--- src/hw/rtl/fsq_pkg.sv ---
// shared types, codes and constants of the fastq splitter and base packer
package fsq_pkg;

   // widths of the stream payloads
   localparam int REQ_DATA_W   = 8;
   localparam int RSP_DATA_W   = 32;
   localparam int RSP_KIND_W   = 3;
   localparam int COUNT_W_DEF  = 32;

   // results one request can cause, and the width of a result count
   localparam int MAX_RES      = 5;
   localparam int RES_NUM_W    = $clog2(MAX_RES + 1);

   // result kinds
   localparam logic [RSP_KIND_W-1:0] KIND_PACKED   = 3'd0;
   localparam logic [RSP_KIND_W-1:0] KIND_HEADER   = 3'd1;
   localparam logic [RSP_KIND_W-1:0] KIND_POSITION = 3'd2;
   localparam logic [RSP_KIND_W-1:0] KIND_DELIM    = 3'd3;
   localparam logic [RSP_KIND_W-1:0] KIND_QUALITY  = 3'd4;

   // special bytes and values
   localparam logic [REQ_DATA_W-1:0] CHAR_AT      = 8'h40;
   localparam logic [REQ_DATA_W-1:0] CHAR_PLUS    = 8'h2B;
   localparam logic [REQ_DATA_W-1:0] CHAR_NL      = 8'h0A;
   localparam logic [REQ_DATA_W-1:0] CHAR_NUL     = 8'h00;
   localparam logic [REQ_DATA_W-1:0] BASE_MASK    = 8'h60;
   localparam logic [RSP_DATA_W-1:0] DELIM_VALUE  = 32'hFFFF_FFFF;

   // one result
   typedef struct packed {
      logic [RSP_KIND_W-1:0] kind;
      logic [RSP_DATA_W-1:0] value;
   } rsp_ent_type;

   // all results of one request, entry 0 goes out first
   typedef struct packed {
      rsp_ent_type [MAX_RES-1:0] ent;
      logic [RES_NUM_W-1:0]      num;
   } rsp_batch_type;

endpackage

--- src/hw/rtl/fastq_split_and_2bit_pack.sv ---
// Splits a FASTQ byte stream into packed bases (four 2-bit codes per byte,
// first base high), header bytes ended by 0x00, position count plus
// delimiter at each header, and quality bytes ended by a newline; the kind
// of each result rides on rsp_tuser and rsp_tlast marks the last result of
// a request. A request is taken once the buffer is free or its last
// result goes out, and its results are ready the next cycle. Each
// request yields zero to five results and the single result port sends one
// per cycle while rsp_tready is high, so requests with zero or one result
// go at one per cycle. A request with req_tlast set flushes any partial
// base group and open line and returns the block to its reset state.
module fastq_split_and_2bit_pack import fsq_pkg::*; #(
   parameter int COUNT_WIDTH = COUNT_W_DEF
) (
   input  logic                  clock,
   input  logic                  reset,
   input  logic                  req_tvalid,
   output logic                  req_tready,
   input  logic [REQ_DATA_W-1:0] req_tdata,   // [7:0] data_byte
   input  logic                  req_tlast,   // final_byte
   output logic                  rsp_tvalid,
   input  logic                  rsp_tready,
   output logic [RSP_DATA_W-1:0] rsp_tdata,   // [31:0] value
   output logic [RSP_KIND_W-1:0] rsp_tuser,   // [2:0] kind
   output logic                  rsp_tlast    // last_of_run
);

   rsp_batch_type batch;
   logic          accept;

   assign accept = req_tvalid & req_tready;

   // per-byte parsing and result list
   fsq_parse #(
      .COUNT_WIDTH (COUNT_WIDTH)
   ) u_parse (
      .clock      (clock),
      .reset      (reset),
      .accept     (accept),
      .data_byte  (req_tdata),
      .final_byte (req_tlast),
      .batch      (batch)
   );

   // result buffer
   fsq_outq u_outq (
      .clock      (clock),
      .reset      (reset),
      .batch      (batch),
      .load_ok    (req_tready),
      .load       (accept),
      .rsp_tvalid (rsp_tvalid),
      .rsp_tready (rsp_tready),
      .rsp_tdata  (rsp_tdata),
      .rsp_tuser  (rsp_tuser),
      .rsp_tlast  (rsp_tlast)
   );

endmodule

--- src/hw/rtl/fsq_parse.sv ---
// line state, base grouping and per-byte result list of the fastq splitter
module fsq_parse import fsq_pkg::*; #(
   parameter int COUNT_WIDTH = COUNT_W_DEF
) (
   input  logic                  clock,
   input  logic                  reset,
   input  logic                  accept,
   input  logic [REQ_DATA_W-1:0] data_byte,
   input  logic                  final_byte,
   output rsp_batch_type         batch
);

   // line modes
   localparam logic [1:0] MODE_SEQ  = 2'd0;
   localparam logic [1:0] MODE_HDR  = 2'd1;
   localparam logic [1:0] MODE_SKIP = 2'd2;
   localparam logic [1:0] MODE_QUAL = 2'd3;

   localparam int CNT_EXT_W = (COUNT_WIDTH > RSP_DATA_W) ? COUNT_WIDTH : RSP_DATA_W;

   logic [1:0]             mode_ff,  mode_in;
   logic [5:0]             bits_ff,  bits_in;
   logic [1:0]             fill_ff,  fill_in;
   logic [COUNT_WIDTH-1:0] count_ff, count_in;

   // partial group, zero padded in the low bits
   function automatic logic [7:0] close_byte(logic [5:0] bits, logic [1:0] fill);
      logic [7:0] res;
      case (fill)
         2'd1:    res = {bits[1:0], 6'b0};
         2'd2:    res = {bits[3:0], 4'b0};
         2'd3:    res = {bits, 2'b0};
         default: res = 8'h00;
      endcase
      return res;
   endfunction

   // result list and next state for the byte at the input
   always_comb begin
      logic [1:0]           code;
      logic [CNT_EXT_W-1:0] cnt_ext;
      code     = data_byte[2:1];
      batch    = '0;
      mode_in  = mode_ff;
      bits_in  = bits_ff;
      fill_in  = fill_ff;
      count_in = count_ff;
      cnt_ext  = '0;

      unique case (mode_ff)
         MODE_SEQ: begin
            if (data_byte == CHAR_AT || data_byte == CHAR_PLUS) begin
               if (fill_ff != 2'd0) begin
                  batch.ent[batch.num] = '{KIND_PACKED,
                                           RSP_DATA_W'(close_byte(bits_ff, fill_ff))};
                  batch.num = batch.num + 1'b1;
                  count_in  = count_in + COUNT_WIDTH'(1);
               end
               bits_in = '0;
               fill_in = '0;
               if (data_byte == CHAR_AT) begin
                  cnt_ext = CNT_EXT_W'(count_in);
                  batch.ent[batch.num] = '{KIND_POSITION, cnt_ext[RSP_DATA_W-1:0]};
                  batch.num = batch.num + 1'b1;
                  batch.ent[batch.num] = '{KIND_DELIM, DELIM_VALUE};
                  batch.num = batch.num + 1'b1;
                  batch.ent[batch.num] = '{KIND_HEADER, RSP_DATA_W'(data_byte)};
                  batch.num = batch.num + 1'b1;
                  mode_in = MODE_HDR;
               end else begin
                  mode_in = MODE_SKIP;
               end
            end else if ((data_byte & BASE_MASK) != '0) begin
               if (fill_ff == 2'd3) begin
                  batch.ent[batch.num] = '{KIND_PACKED, RSP_DATA_W'({bits_ff, code})};
                  batch.num = batch.num + 1'b1;
                  count_in  = count_in + COUNT_WIDTH'(1);
                  bits_in   = '0;
                  fill_in   = '0;
               end else begin
                  bits_in = {bits_ff[3:0], code};
                  fill_in = fill_ff + 2'd1;
               end
            end
         end
         MODE_HDR: begin
            if (data_byte == CHAR_NL) begin
               batch.ent[batch.num] = '{KIND_HEADER, RSP_DATA_W'(CHAR_NUL)};
               mode_in = MODE_SEQ;
            end else begin
               batch.ent[batch.num] = '{KIND_HEADER, RSP_DATA_W'(data_byte)};
            end
            batch.num = batch.num + 1'b1;
         end
         MODE_SKIP: begin
            if (data_byte == CHAR_NL) begin
               mode_in = MODE_QUAL;
            end
         end
         MODE_QUAL: begin
            // a newline copies through as the line end
            batch.ent[batch.num] = '{KIND_QUALITY, RSP_DATA_W'(data_byte)};
            batch.num = batch.num + 1'b1;
            if (data_byte == CHAR_NL) begin
               mode_in = MODE_SEQ;
            end
         end
         default: begin
            mode_in = MODE_SEQ;
         end
      endcase

      // end of file: flush open work and start over
      if (final_byte) begin
         if (fill_in != 2'd0) begin
            batch.ent[batch.num] = '{KIND_PACKED,
                                     RSP_DATA_W'(close_byte(bits_in, fill_in))};
            batch.num = batch.num + 1'b1;
         end
         if (mode_in == MODE_HDR) begin
            batch.ent[batch.num] = '{KIND_HEADER, RSP_DATA_W'(CHAR_NUL)};
            batch.num = batch.num + 1'b1;
         end else if (mode_in == MODE_SKIP || mode_in == MODE_QUAL) begin
            batch.ent[batch.num] = '{KIND_QUALITY, RSP_DATA_W'(CHAR_NL)};
            batch.num = batch.num + 1'b1;
         end
         mode_in  = MODE_SEQ;
         bits_in  = '0;
         fill_in  = '0;
         count_in = '0;
      end
   end

   // state registers
   always_ff @(posedge clock) begin
      if (reset) begin
         mode_ff  <= MODE_SEQ;
         bits_ff  <= '0;
         fill_ff  <= '0;
         count_ff <= '0;
      end else if (accept) begin
         mode_ff  <= mode_in;
         bits_ff  <= bits_in;
         fill_ff  <= fill_in;
         count_ff <= count_in;
      end
   end

endmodule

--- src/hw/rtl/fsq_outq.sv ---
// result buffer that hands one request's results out one per cycle while rsp_tready is high
module fsq_outq import fsq_pkg::*; (
   input  logic                  clock,
   input  logic                  reset,
   input  rsp_batch_type         batch,
   output logic                  load_ok,
   input  logic                  load,
   output logic                  rsp_tvalid,
   input  logic                  rsp_tready,
   output logic [RSP_DATA_W-1:0] rsp_tdata,
   output logic [RSP_KIND_W-1:0] rsp_tuser,
   output logic                  rsp_tlast
);

   rsp_ent_type [MAX_RES-1:0] ent_ff, ent_in;
   logic [RES_NUM_W-1:0]      num_ff, num_in;
   logic                      take;

   assign take       = rsp_tvalid & rsp_tready;
   assign rsp_tvalid = (num_ff != '0);
   assign rsp_tdata  = ent_ff[0].value;
   assign rsp_tuser  = ent_ff[0].kind;
   assign rsp_tlast  = (num_ff == RES_NUM_W'(1));

   // free now, or free after the last result goes this cycle
   assign load_ok = (num_ff == '0) | (take & rsp_tlast);

   // load a new list or shift the taken result out
   always_comb begin
      ent_in = ent_ff;
      num_in = num_ff;
      if (load) begin
         ent_in = batch.ent;
         num_in = batch.num;
      end else if (take) begin
         for (int i = 0; i < MAX_RES - 1; i++) begin
            ent_in[i] = ent_ff[i+1];
         end
         ent_in[MAX_RES-1] = '0;
         num_in = num_ff - 1'b1;
      end
   end

   // payload
   always_ff @(posedge clock) begin
      ent_ff <= ent_in;
   end

   // fill count
   always_ff @(posedge clock) begin
      if (reset) begin
         num_ff <= '0;
      end else begin
         num_ff <= num_in;
      end
   end

endmodule

--- config.mk ---
export PLATFORM = sky130hd
export DESIGN_NAME = fastq_split_and_2bit_pack
export DESIGN_NICKNAME = d
export VERILOG_FILES = /design/src/hw/rtl/fsq_pkg.sv /design/src/hw/rtl/fastq_split_and_2bit_pack.sv /design/src/hw/rtl/fsq_parse.sv /design/src/hw/rtl/fsq_outq.sv
export SDC_FILE = /design/constraint.sdc
export NUM_CORES = 1
export LEC_CHECK = 0
export ABC_CLOCK_PERIOD_IN_PS = 3200
export BUFFER_PORTS_ARGS = -buffer_cell sky130_fd_sc_hd__buf_2
export CAP_MARGIN = 40
export CELL_PAD_IN_SITES_DETAIL_PLACEMENT = 0
export CELL_PAD_IN_SITES_GLOBAL_PLACEMENT = 2
export CORE_MARGIN = 2
export CORE_UTILIZATION = 36
export CTS_CLUSTER_DIAMETER = 40
export DETAILED_ROUTE_END_ITERATION = 10
export PLACE_DENSITY = 0.85
export SETUP_SLACK_MARGIN = 0.1
export SYNTH_ARGS = -nofsm -noshare
export SYNTH_HDL_FRONTEND = slang
export SYNTH_SLANG_ARGS = --single-unit
--- constraint.sdc ---
create_clock -name clock -period 3.2 [get_ports clock]
set_input_delay 0.32 -clock clock [delete_from_list [all_inputs] [get_ports clock]]
set_output_delay 0.32 -clock clock [all_outputs]
set_load 0.02 [all_outputs]
==> Word level (Yosys, flattened, before mapping) <==
Index checks and enable logic that the tools add are counted.
W data, S select, Z words.
{ "totals": {"reg_bits": 220, "latchBits": 0, "mem_bits_rw": 0, "mem_bits_ro": 0, "in_bits": 13, "output_inout_bits": 38, "wordCells": 142, "mem_count": 0} }
{ "op_classes": {"addsub": 8, "multipliers": 0, "div_mod_pow": 0, "magnitude_cmp": 10, "eq_ne": 16, "shift": 0, "mux": 61, "bitwise_logic": 13, "n_reduce_logical": 19} }
{ "ops": {"columns": ["op", "count"], "rows": [
  ["$mux W178", 6],
  ["$bwmux W175", 3],
  ["$demux W35 S3", 5],
  ["$mux W175", 2],
  ["$mux W140", 2],
  ["$mux W32", 8],
  ["$mux W35", 5],
  ["$and A170 B170 Y170", 1],
  ["$not A170 Y170", 1],
  ["$or A170 B170 Y170", 1],
  ["$and A160 B160 Y160", 1],
  ["$not A160 Y160", 1],
  ["$mux W38", 4],
  ["$pmux W38 S3", 1],
  ["$pmux W8 S3", 2],
  ["$add A32 B1 Y32 const B", 1],
  ["$mux W6", 5],
  ["$mux W8", 3],
  ["$mux W11", 2],
  ["$lt A3 B4 Y1 const B", 5],
  ["$mux W2", 10],
  ["$eq A2 B2 Y1 const B", 8],
  ["$add A3 B1 Y3 const B", 5],
  ["$ge A3 B1 Y1 const B", 5],
  ["other kinds (24)", 40]
]} }

==> Logic depth before layout (Yosys ltp) <==
Gate-level depths: netlist of run 1.
{ "logic_depth": {"ltp_word": 33, "mapped_depth": 18, "depth_no_buf": 15} }

==> Hierarchy <==
A second synthesis of run 1 with hierarchy kept.
{ "hier_totals": {"hier_cells": 1113, "area_unflattened_um2": 12579.6} }
{ "by_module_without_submodules": {"columns": ["mod", "instances", "cells_each", "area_per_inst_um2", "seq_area_each_um2"], "rows": [
  ["fsq_outq", 1, 432, 7697.4, 5315.1],
  ["fsq_parse", 1, 680, 4875.9, 840.8],
  ["fastq_split_and_2bit_pack", 1, 1, 6.3, 0.0]
]} }

==> Worst setup path before layout of run 1 <==
Ideal clock, no wire load.
{ "synth_timing": {"kind": "register to register", "startpoint": "register u_parse.fill_ff[0]", "endpoint": "register u_outq.ent_ff[38] (netlist bit), data pin", "setup_ns": 0.261, "arrival_ns": 3.284, "required_time_ns": 2.939, "setup_slack_ns": -0.345, "stages_incl_launch_ff": 19, "path_buffers": 3, "synth_period_minus_slack_ns": 3.545, "path_cell_list": "dfxtp_1 -> clkbuf_1 -> inv_1 -> ha_1 -> clkbuf_1 -> inv_1 -> ha_1 -> nand3_1 -> a21oi_2 -> nor2_1 -> inv_1 -> ha_1 -> nor2_1 -> o32ai_1 -> o31ai_2 -> buf_2 -> o21ai_0 -> nor2_1 -> a311o_1"} }
{ "synth_lines": {"columns": ["element", "line_no", "rtl"], "rows": [
  ["start, declared", "fsq_parse.sv:23", "logic [1:0] fill_ff, fill_in;"],
  ["start signal, assigned", "fsq_parse.sv:144", "fill_ff <= fill_in;"],
  ["end signal, assigned", "fsq_outq.sv:46", "ent_ff <= ent_in;"],
  ["end, declared", "fsq_outq.sv:15", "rsp_ent_type [MAX_RES-1:0] ent_ff, ent_in;"]
]} }

==> results by group, run 1 <==
Pwr
  – P_leak: 3.532 nW
  – Peak VDD IR: about 0.84 mV
  – Power Density: 816.3 mW/mm2

Setup path
  – CP Data Required Time: between 3 and 4 ns
  – Slowest-stage cell, CP: or4_1
  – Crit. End Element: flop
  – CP Cell Sequence: buf_4 > ha_1 > nor2_1 > nor4_1 > buf_4 > or4_1 > a21o_1 > nand2_2 > buf_4 > nand4_1 > a311oi_1
  – CP arrival: ~3.3 ns
  – CP Max Fanout: 13
  – Register-to-register path setup slack: 0.21 ns
  – CP dominant cell by count: buf_4
  – CP startpoint kind: flop
  – Crit path kind: flop to flop
  – Critical Path Max Stage Delay: 0.52 ns

Place
  – Post-DP HPWL: ~16,000 um
  – DP Cell Count: between 1k and 1.5k
  – IO buf count: 50
  – Routability cong.: a little over 0.9

Detailed routing
  – Initial DRC Count: 698
  – Via density: roughly 5.7
  – DR WL/cell: around 20 um
  – # DRC: 0
  – First drt pass iteration count: 5
  – Post-DRT Antenna Nets: 0
  – Routed vias: a little under 7k
  – Final wirelength: 23,430 um

Final layout
  – Filler Cell Count: approximately 2.2k
  – Synth-to-Final Area Change: 18.01%
  – Ratio of cells with drive above 1 in the final layout: approximately 22%
  – Post-route insts no fill: about 1.2k
  – Antenna Cells: 0
  – Nets@finish: 929

STA
  – Fin crit share: between 90% and 100%
  – Fin. Hold Viols: 0
  – Min Tclk post-route: 2.994 ns
  – Final setup violation count: 0
  – Maximum clock rate: approximately 330 MHz
  – Unrepaired setup endpoints after global routing: true
  – Worst slew pin tran: around 0.6 ns
  – Final TNS setup: 0 ns
  – Relative slew slack: roughly three fifths
  – Clk_skew: roughly 0.015 ns
  – Max-slew violations: 0

Synthesis
  – EDFF count, synth: 99
  – Syn Area/Cell: around 9.7 um2
  – Register bit total from synthesis: between 100 and 150
  – Post-Synth Simple-Gate Area: 16.75%
  – Post-synthesis mux area share: 0.1376%
  – XOR/XNOR Fraction of Synth Area: under 10%
  – Ys Warns: 0
  – Post-synthesis cell area: 0.008182 mm2
  – Top_reg_cell synth: edfxtp_1
  – Count of cell types in the netlist: 83
  – Synthesized-area fraction occupied by adder cells: between 2 and 2.5%
  – Largest family of logic cells by synthesized area: compound AO/OA/AOI/OAI gates
  – Complex-gate fraction of the synthesized area: a little under a quarter
  – Seq/Total Area, Yosys: between 40% and 50%
  – Async SR Flop Fraction: 0%
  – Cells after Synth: roughly 840

Clocking
  – Clock slew at reported path FFs: roughly 0.07 ns
  – CTS Buffer Depth: 2
  – Num CTS Buffers: 17
  – CTS tree: yes
  – CTS Root Cell: clkbuf_16
  – Clock Sinks: roughly 140
  – CTS Hold Bufs: 0
  – Clock Latency Late Sink: approximately 0.44 ns
  – H-Tree Depth: 4

Floorplanning
  – Die W: 154.8 um
  – Cell row count: 55
  – Top-Level Pins: 51
  – Die area: between 0.02 and 0.025 mm2
  – Core area: between 0.02 and 0.025 mm2
  – Die Y-Extent: between 150 and 200 um
  – Initial core utilization: 36.36%

GRT
  – Initial antenna violation count: 0
  – Gr usage total: between 10% and 20%
  – Number of global-route vias before repair: approximately 6.4k
  – First-pass GRT wire length: around 36,000 um
  – Largest net degree at the start of global routing: 43
  – GRT overflow: 0

Status
  – Outcome: finished, final reports clean

Run
  – Max Cap Viol: 0

Worst hold path
  – Min-delay worst type: primary input to flop
==> Yosys cell counts (all sizes together), types with 10 or more instances <==
cell type / n / area share [%]
a22o: 27 / 2.9
nand2: 75 / 3.5
ha: 14 / 2.1
dfxtp: 45 / 11
buf: 47 / 4.2
xnor2: 14 / 1.5
o21ai: 47 / 3.0
nor2: 76 / 3.7
a311oi: 13 / 1.4
a31oi: 10 / 0.76
and3: 10 / 0.76
and2: 14 / 1.1
nand4: 17 / 1.3
clkbuf: 48 / 2.2
nand3: 30 / 1.9
a22oi: 31 / 2.9
inv: 19 / 0.87
edfxtp: 99 / 36
nor3: 14 / 1.1
xor2: 20 / 2.1
a21oi: 57 / 3.6
==> flip-flops by register name, indices dropped and copies added, names as in the netlist <==
| register | count |
|---|---|
| u_outq.rsp_tdata | 32 |
| u_outq.rsp_tuser | 3 |
| u_parse.count_ff | 32 |
| u_parse.bits_ff | 6 |
| u_parse.mode_ff | 2 |
| u_outq.ent_ff | 64 |
| u_outq.num_ff | 3 |
| u_parse.fill_ff | 2 |
==> worst max-delay path: cells and delay by family (launching register included) <==
family / cells / cell delay, ns
AOI/OAI and AO/OA: 2 / 0.52
buffers and inverters: 3 / 0.53
and+or+nand+nor: 5 / 1.12
DFF: 1 / 0.32
adders and majority gates: 1 / 0.32
==> per-layer routing <==
layer | track usage (%) | vias up | part of all wire (%)
met5 | 0 | - | 0
met4 | 6.790 | 0 | 1.7
met3 | 4.007 | 33 | 6.5
met2 | 29.42 | 253 | 45
met1 | 28.00 | 3277 | 47
li1 | - | 3265 | -
==> final cells by class <==
cell class | instances | area (um2) | share of cell area, %
Multi-Input combinational cell | 588 | 3849 | 39.86
Sequential cell | 144 | 3874 | 40.12
Clock buffer | 17 | 425.4 | 4.406
Tap cell | 285 | 356.6 | 3.693
Clock inverter | 15 | 163.9 | 1.698
Inverter | 20 | 75.07 | 0.7775
Timing Repair Buffer | 131 | 912.1 | 9.447
==> power breakdown <==
part / internal [mW] / switching [mW] / total [mW]
clock: 1.11 / 0.904 / 2.01
combinational: 0.942 / 1.61 / 2.55
sequential: 3.00 / 0.316 / 3.32
==> kinds of logic (layout without fill, tap and decap cells) <==
| family | after synthesis | in the layout |
|---|---|---|
| AO/OA/AOI/OAI | 258 | 259 |
| flip-flops | 144 | 144 |
| other | 1 | 6 |
| XOR/XNOR | 34 | 34 |
| adder cells (fa/ha/maj) | 14 | 14 |
| buffers and inverters | 115 | 183 |
| multiplexers | 1 | 1 |
| AND/OR/NAND/NOR | 274 | 274 |
==> path summary, 6_finish.rpt <==
path	depth (start not counted)	start	to
setup reg to reg	11	u_parse.fill_ff[0]	u_outq.ent_ff[137]
hold reg to reg	2	u_parse.bits_ff[2]	u_parse.bits_ff[2]
hold / removal	2	reset	u_parse.mode_ff[1]
setup / recovery	11	u_parse.fill_ff[0]	u_outq.ent_ff[137]
==> through the flow <==
| step | setup WS (ns) | cell area [um2] | hold WS [ns] | power, mW | utilization [%] |
|---|---|---|---|---|---|
| 6_report | 0.2058 | 9656 | 0.2939 | 7.881 | 42.91 |
| 5_1_grt | 0.08441 | 9656 | 0.3109 | 8.319 | 42.91 |
| 4_1_cts | 0.1741 | 9572 | 0.2791 | 7.906 | 42.54 |
| 3_5_place_dp | -0.2238 | 8982 | 0.5040 | 5.888 | 39.92 |
| 3_3_place_gp | -0.1819 | 8982 | 0.4981 | 5.833 | 39.92 |
| 2_1_floorplan | -0.1936 | 8249 | 0.4666 | 5.283 | - |
==> placed cells by master, fill, tap and decap left out, types with 8 or more instances in the layout <==
| cell | n |
|---|---|
| and3_1 | 10 |
| xor2_1 | 20 |
| a31oi_1 | 9 |
| xnor2_1 | 14 |
| inv_1 | 18 |
| a211o_1 | 8 |
| clkbuf_16 | 17 |
| nor2_1 | 70 |
| a21oi_1 | 53 |
| nand4_1 | 17 |
| nor3_1 | 12 |
| or3_1 | 9 |
| a311oi_1 | 13 |
| nand2_1 | 72 |
| ha_1 | 12 |
| buf_4 | 76 |
| dfxtp_1 | 45 |
| edfxtp_1 | 99 |
| buf_2 | 50 |
| nand3_1 | 29 |
| a22oi_1 | 30 |
| a22o_1 | 27 |
| o21ai_0 | 39 |
| and2_1 | 14 |
==> repair_timing <==
action | CTS | global route
setup buffers | 0 | 2
endpoints found under the setup margin | 0 | 33
gates resized for setup | 0 | 10
(Power assumes the default switching activity.)
==> run 2, diff against run 1 <==
--- a/config.mk
+++ b/config.mk
@@ -6,8 +6,8 @@
 export NUM_CORES = 1
 export LEC_CHECK = 0
 export ABC_CLOCK_PERIOD_IN_PS = 3200
-export BUFFER_PORTS_ARGS = -buffer_cell sky130_fd_sc_hd__buf_2
-export CAP_MARGIN = 40
+export BUFFER_PORTS_ARGS = -buffer_cell sky130_fd_sc_hd__buf_4
+export CAP_MARGIN = 30
 export CELL_PAD_IN_SITES_DETAIL_PLACEMENT = 0
 export CELL_PAD_IN_SITES_GLOBAL_PLACEMENT = 2
 export CORE_MARGIN = 2
==> run 2 against run 1 <==
Net effect: via count up 0.64%; non-clock buffer count fell by 3; sequential share of layout area shrank 0.60 points; clock skew decreased by 0.0061 ns; critical endpoint is now u_outq.rsp_tdata[29]; total power up 4.3%.
==> results by group, run 2 (synthesized netlist as in run 1, its figures left out) <==
Final layout
  – Flip-flop count of the largest register after layout: 64 (unchanged)
  – Filler Cell Count: 2,128 (-2.0%)
  – Antenna Cells: 0 (unchanged)
  – Leading cell type in the layout, fill and taps excluded: buf_4
  – Synth-to-Final Area Change: 19.80%
  – Top reg by flops: u_outq.ent_ff
  – Post-route insts no fill: 1,197 (-0.25%)
  – Area of the multi-input gates: 0.003825 mm2 (-0.62%)
  – Ratio of cells with drive above 1 in the final layout: 21.93% (-0.37 points)
  – Nets@finish: 926 (-0.32%)
  – Register Area: 0.003874 mm2 (unchanged)
  – Most frequent cells in the layout: 122 x buf_4, 99 x edfxtp_1, 72 x nand2_1

Pwr
  – Total Power: 8.218 mW (+4.3%)
  – Power Density: 838.4 mW/mm2 (+2.7%)
  – Peak VDD IR: 0.7089 mV (-16%)
  – P_leak: 3.582 nW (+1.4%)

Clocking
  – Num CTS Buffers: 17 (unchanged)
  – Number of setup buffers added after CTS: 0 (unchanged)
  – Clock slew at reported path FFs: 0.07 ns (about the same)
  – CTS Hold Bufs: 0 (unchanged)
  – CTS Root Cell: clkbuf_16
  – Clock Latency Late Sink: 0.43 ns (about the same)
  – Post-CTS sizing: 0 (unchanged)
  – CTS Buffer Depth: 2 (unchanged)
  – H-Tree Depth: 4 (unchanged)
  – Clock Sinks: 144 (unchanged)
  – CTS tree: yes

Detailed routing
  – First drt pass iteration count: 5 (unchanged)
  – Routed vias: 6,872 (+0.64%)
  – DR WL/cell: 19.82 um (+1.5%)
  – Initial DRC Count: 780 (+12%)
  – Via density: 5.741 (+0.90%)
  – # DRC: 0 (unchanged)
  – Post-DRT Antenna Nets: 0 (unchanged)
  – Final wirelength: 23,720 um (+1.3%)

Setup path
  – CP Max Fanout: 12 (-1)
  – Worst r2r path cells: 15 (+4)
  – Slowest-stage cell, CP: or4b_4
  – Crit. Startpoint: req_tdata[0]
  – Crit path kind: primary input to flop
  – RR Endpoint: u_outq.rsp_tdata[29]
  – CP Data Required Time: 3.39 ns (-0.06 ns)
  – Worst Setup EP: u_outq.rsp_tdata[29]
  – CP startpoint kind: primary input
  – CP arrival: 3.18 ns (-0.07 ns)
  – Launch point of the worst reg-to-reg path: u_parse.fill_ff[0]
  – Register-to-register path setup slack: 0.24 ns (+0.03 ns)
  – CP Cell Sequence: buf_4 > or4b_4 > nor3_4 > ha_1 > nand3_1 > a21oi_2 > nor2_1 > inv_1 > ha_4 > nor2_2 > o32ai_2 > o31ai_2 > nand3_4 > o211a_4 > a22o_1
  – Crit. End Element: flop
  – Critical Path Max Stage Delay: 0.57 ns (+0.05 ns)

Floorplanning
  – Cell row count: 55 (unchanged)
  – Die Y-Extent: 154.8 um (unchanged)
  – Initial core utilization: 36.36% (unchanged)
  – Die area: 0.02395 mm2 (unchanged)
  – Die W: 154.8 um (unchanged)
  – Top-Level Pins: 51 (unchanged)
  – Core area: 0.02250 mm2 (unchanged)

STA
  – Min Tclk post-route: 2.995 ns (+0.0004490 ns)
  – Final TNS setup: 0 ns (unchanged)
  – Final setup violation count: 0 (unchanged)
  – Maximum clock rate: 333.9 MHz (about the same)
  – Relative slew slack: 55.22% (-4.2 points)
  – Max-slew violations: 0 (unchanged)
  – Fin. Hold Viols: 0 (unchanged)
  – Fin crit share: 93.58% (about the same)
  – Unrepaired setup endpoints after global routing: true
  – Clk_skew: 0.008571 ns (-0.006076 ns)
  – Worst slew pin tran: 0.6717 ns (+0.07864 ns)

GRT
  – First-pass GRT wire length: 36,790 um (+1.4%)
  – Gr usage total: 19.63% (+0.068 points)
  – Largest net degree at the start of global routing: 99 (+130%)
  – Number of global-route vias before repair: 6,455 (+0.56%)
  – Initial antenna violation count: 0 (unchanged)
  – GRT overflow: 0 (unchanged)

Worst hold path
  – Min-delay worst type: primary input to flop

Status
  – Outcome: finished, final reports clean

Place
  – Routability cong.: 0.8896 (-2.9%)
  – DP Cell Count: 1,164 (unchanged)
  – IO buf count: 50 (unchanged)
  – Post-DP HPWL: 16,150 um (+2.9%)

Run
  – Max Cap Viol: 0 (unchanged)
run 2: cell count changes in the layout (fill, tap and decap cells not counted), moves of 2 or more:
cell       before  now
buf_4          76  122
bufinv_16       1    3
o21ai_1         5    7
buf_2          50    0
run 2: worst min path at each step:
stage	start	end	depth (start not counted)
after floorplan	u_parse.bits_ff[2]	u_parse.bits_ff[2]	2
after global placement	u_outq.ent_ff[139]	u_outq.ent_ff[104]	2
after detailed placement	u_outq.ent_ff[109]	u_outq.ent_ff[74]	2
after CTS	reset	u_parse.fill_ff[0]	2
after global routing	reset	u_parse.bits_ff[1]	2
final	reset	u_parse.fill_ff[1]	2
run 2: layout make-up:
cell class / instances / area share [%]
inverter: 20 / 0.7659
tap: 285 / 3.638
timing repair buffer: 128 / 10.48
sequential: 144 / 39.52
multi-input combinational: 588 / 39.02
clock inverter: 15 / 2.234
clock buffer: 17 / 4.340
run 2: power by group:
group	total, mW	switching, mW	internal [mW]
clock	2.18	0.909	1.27
sequential	3.35	0.340	3.01
combinational	2.68	1.60	1.08
total	8.22	2.85	5.37
run 2: worst max-delay path, delay by kind of cell:
family,cells,cell delay (ns)
simple gates,6,1.31
compound gates,5,0.85
fa+ha+maj,2,0.49
buf+inv,2,0.20
run 2: per-layer routing:
metal	GRT usage (%)	vias to the layer above	routed length, um	part of all wire, %
met5	0	-	0	0
met4	6.614	0	554	2.3
met3	3.586	43	1334	5.6
met2	29.74	223	10810	46
met1	28.28	3351	11020	46
li1	-	3255	-	-
run 2: metrics by stage:
stage	instance area, um2	hold WS, ns	worst slack [ns]	utilization [%]
final	9802	0.2280	0.2053	43.56
after global routing	9802	0.2374	0.07208	43.56
after CTS	9764	0.2209	0.1786	43.39
after detailed placement	9120	0.5066	-0.2532	40.53
after global placement	9120	0.4952	-0.1829	40.53
after floorplan	8249	0.4666	-0.1936	-
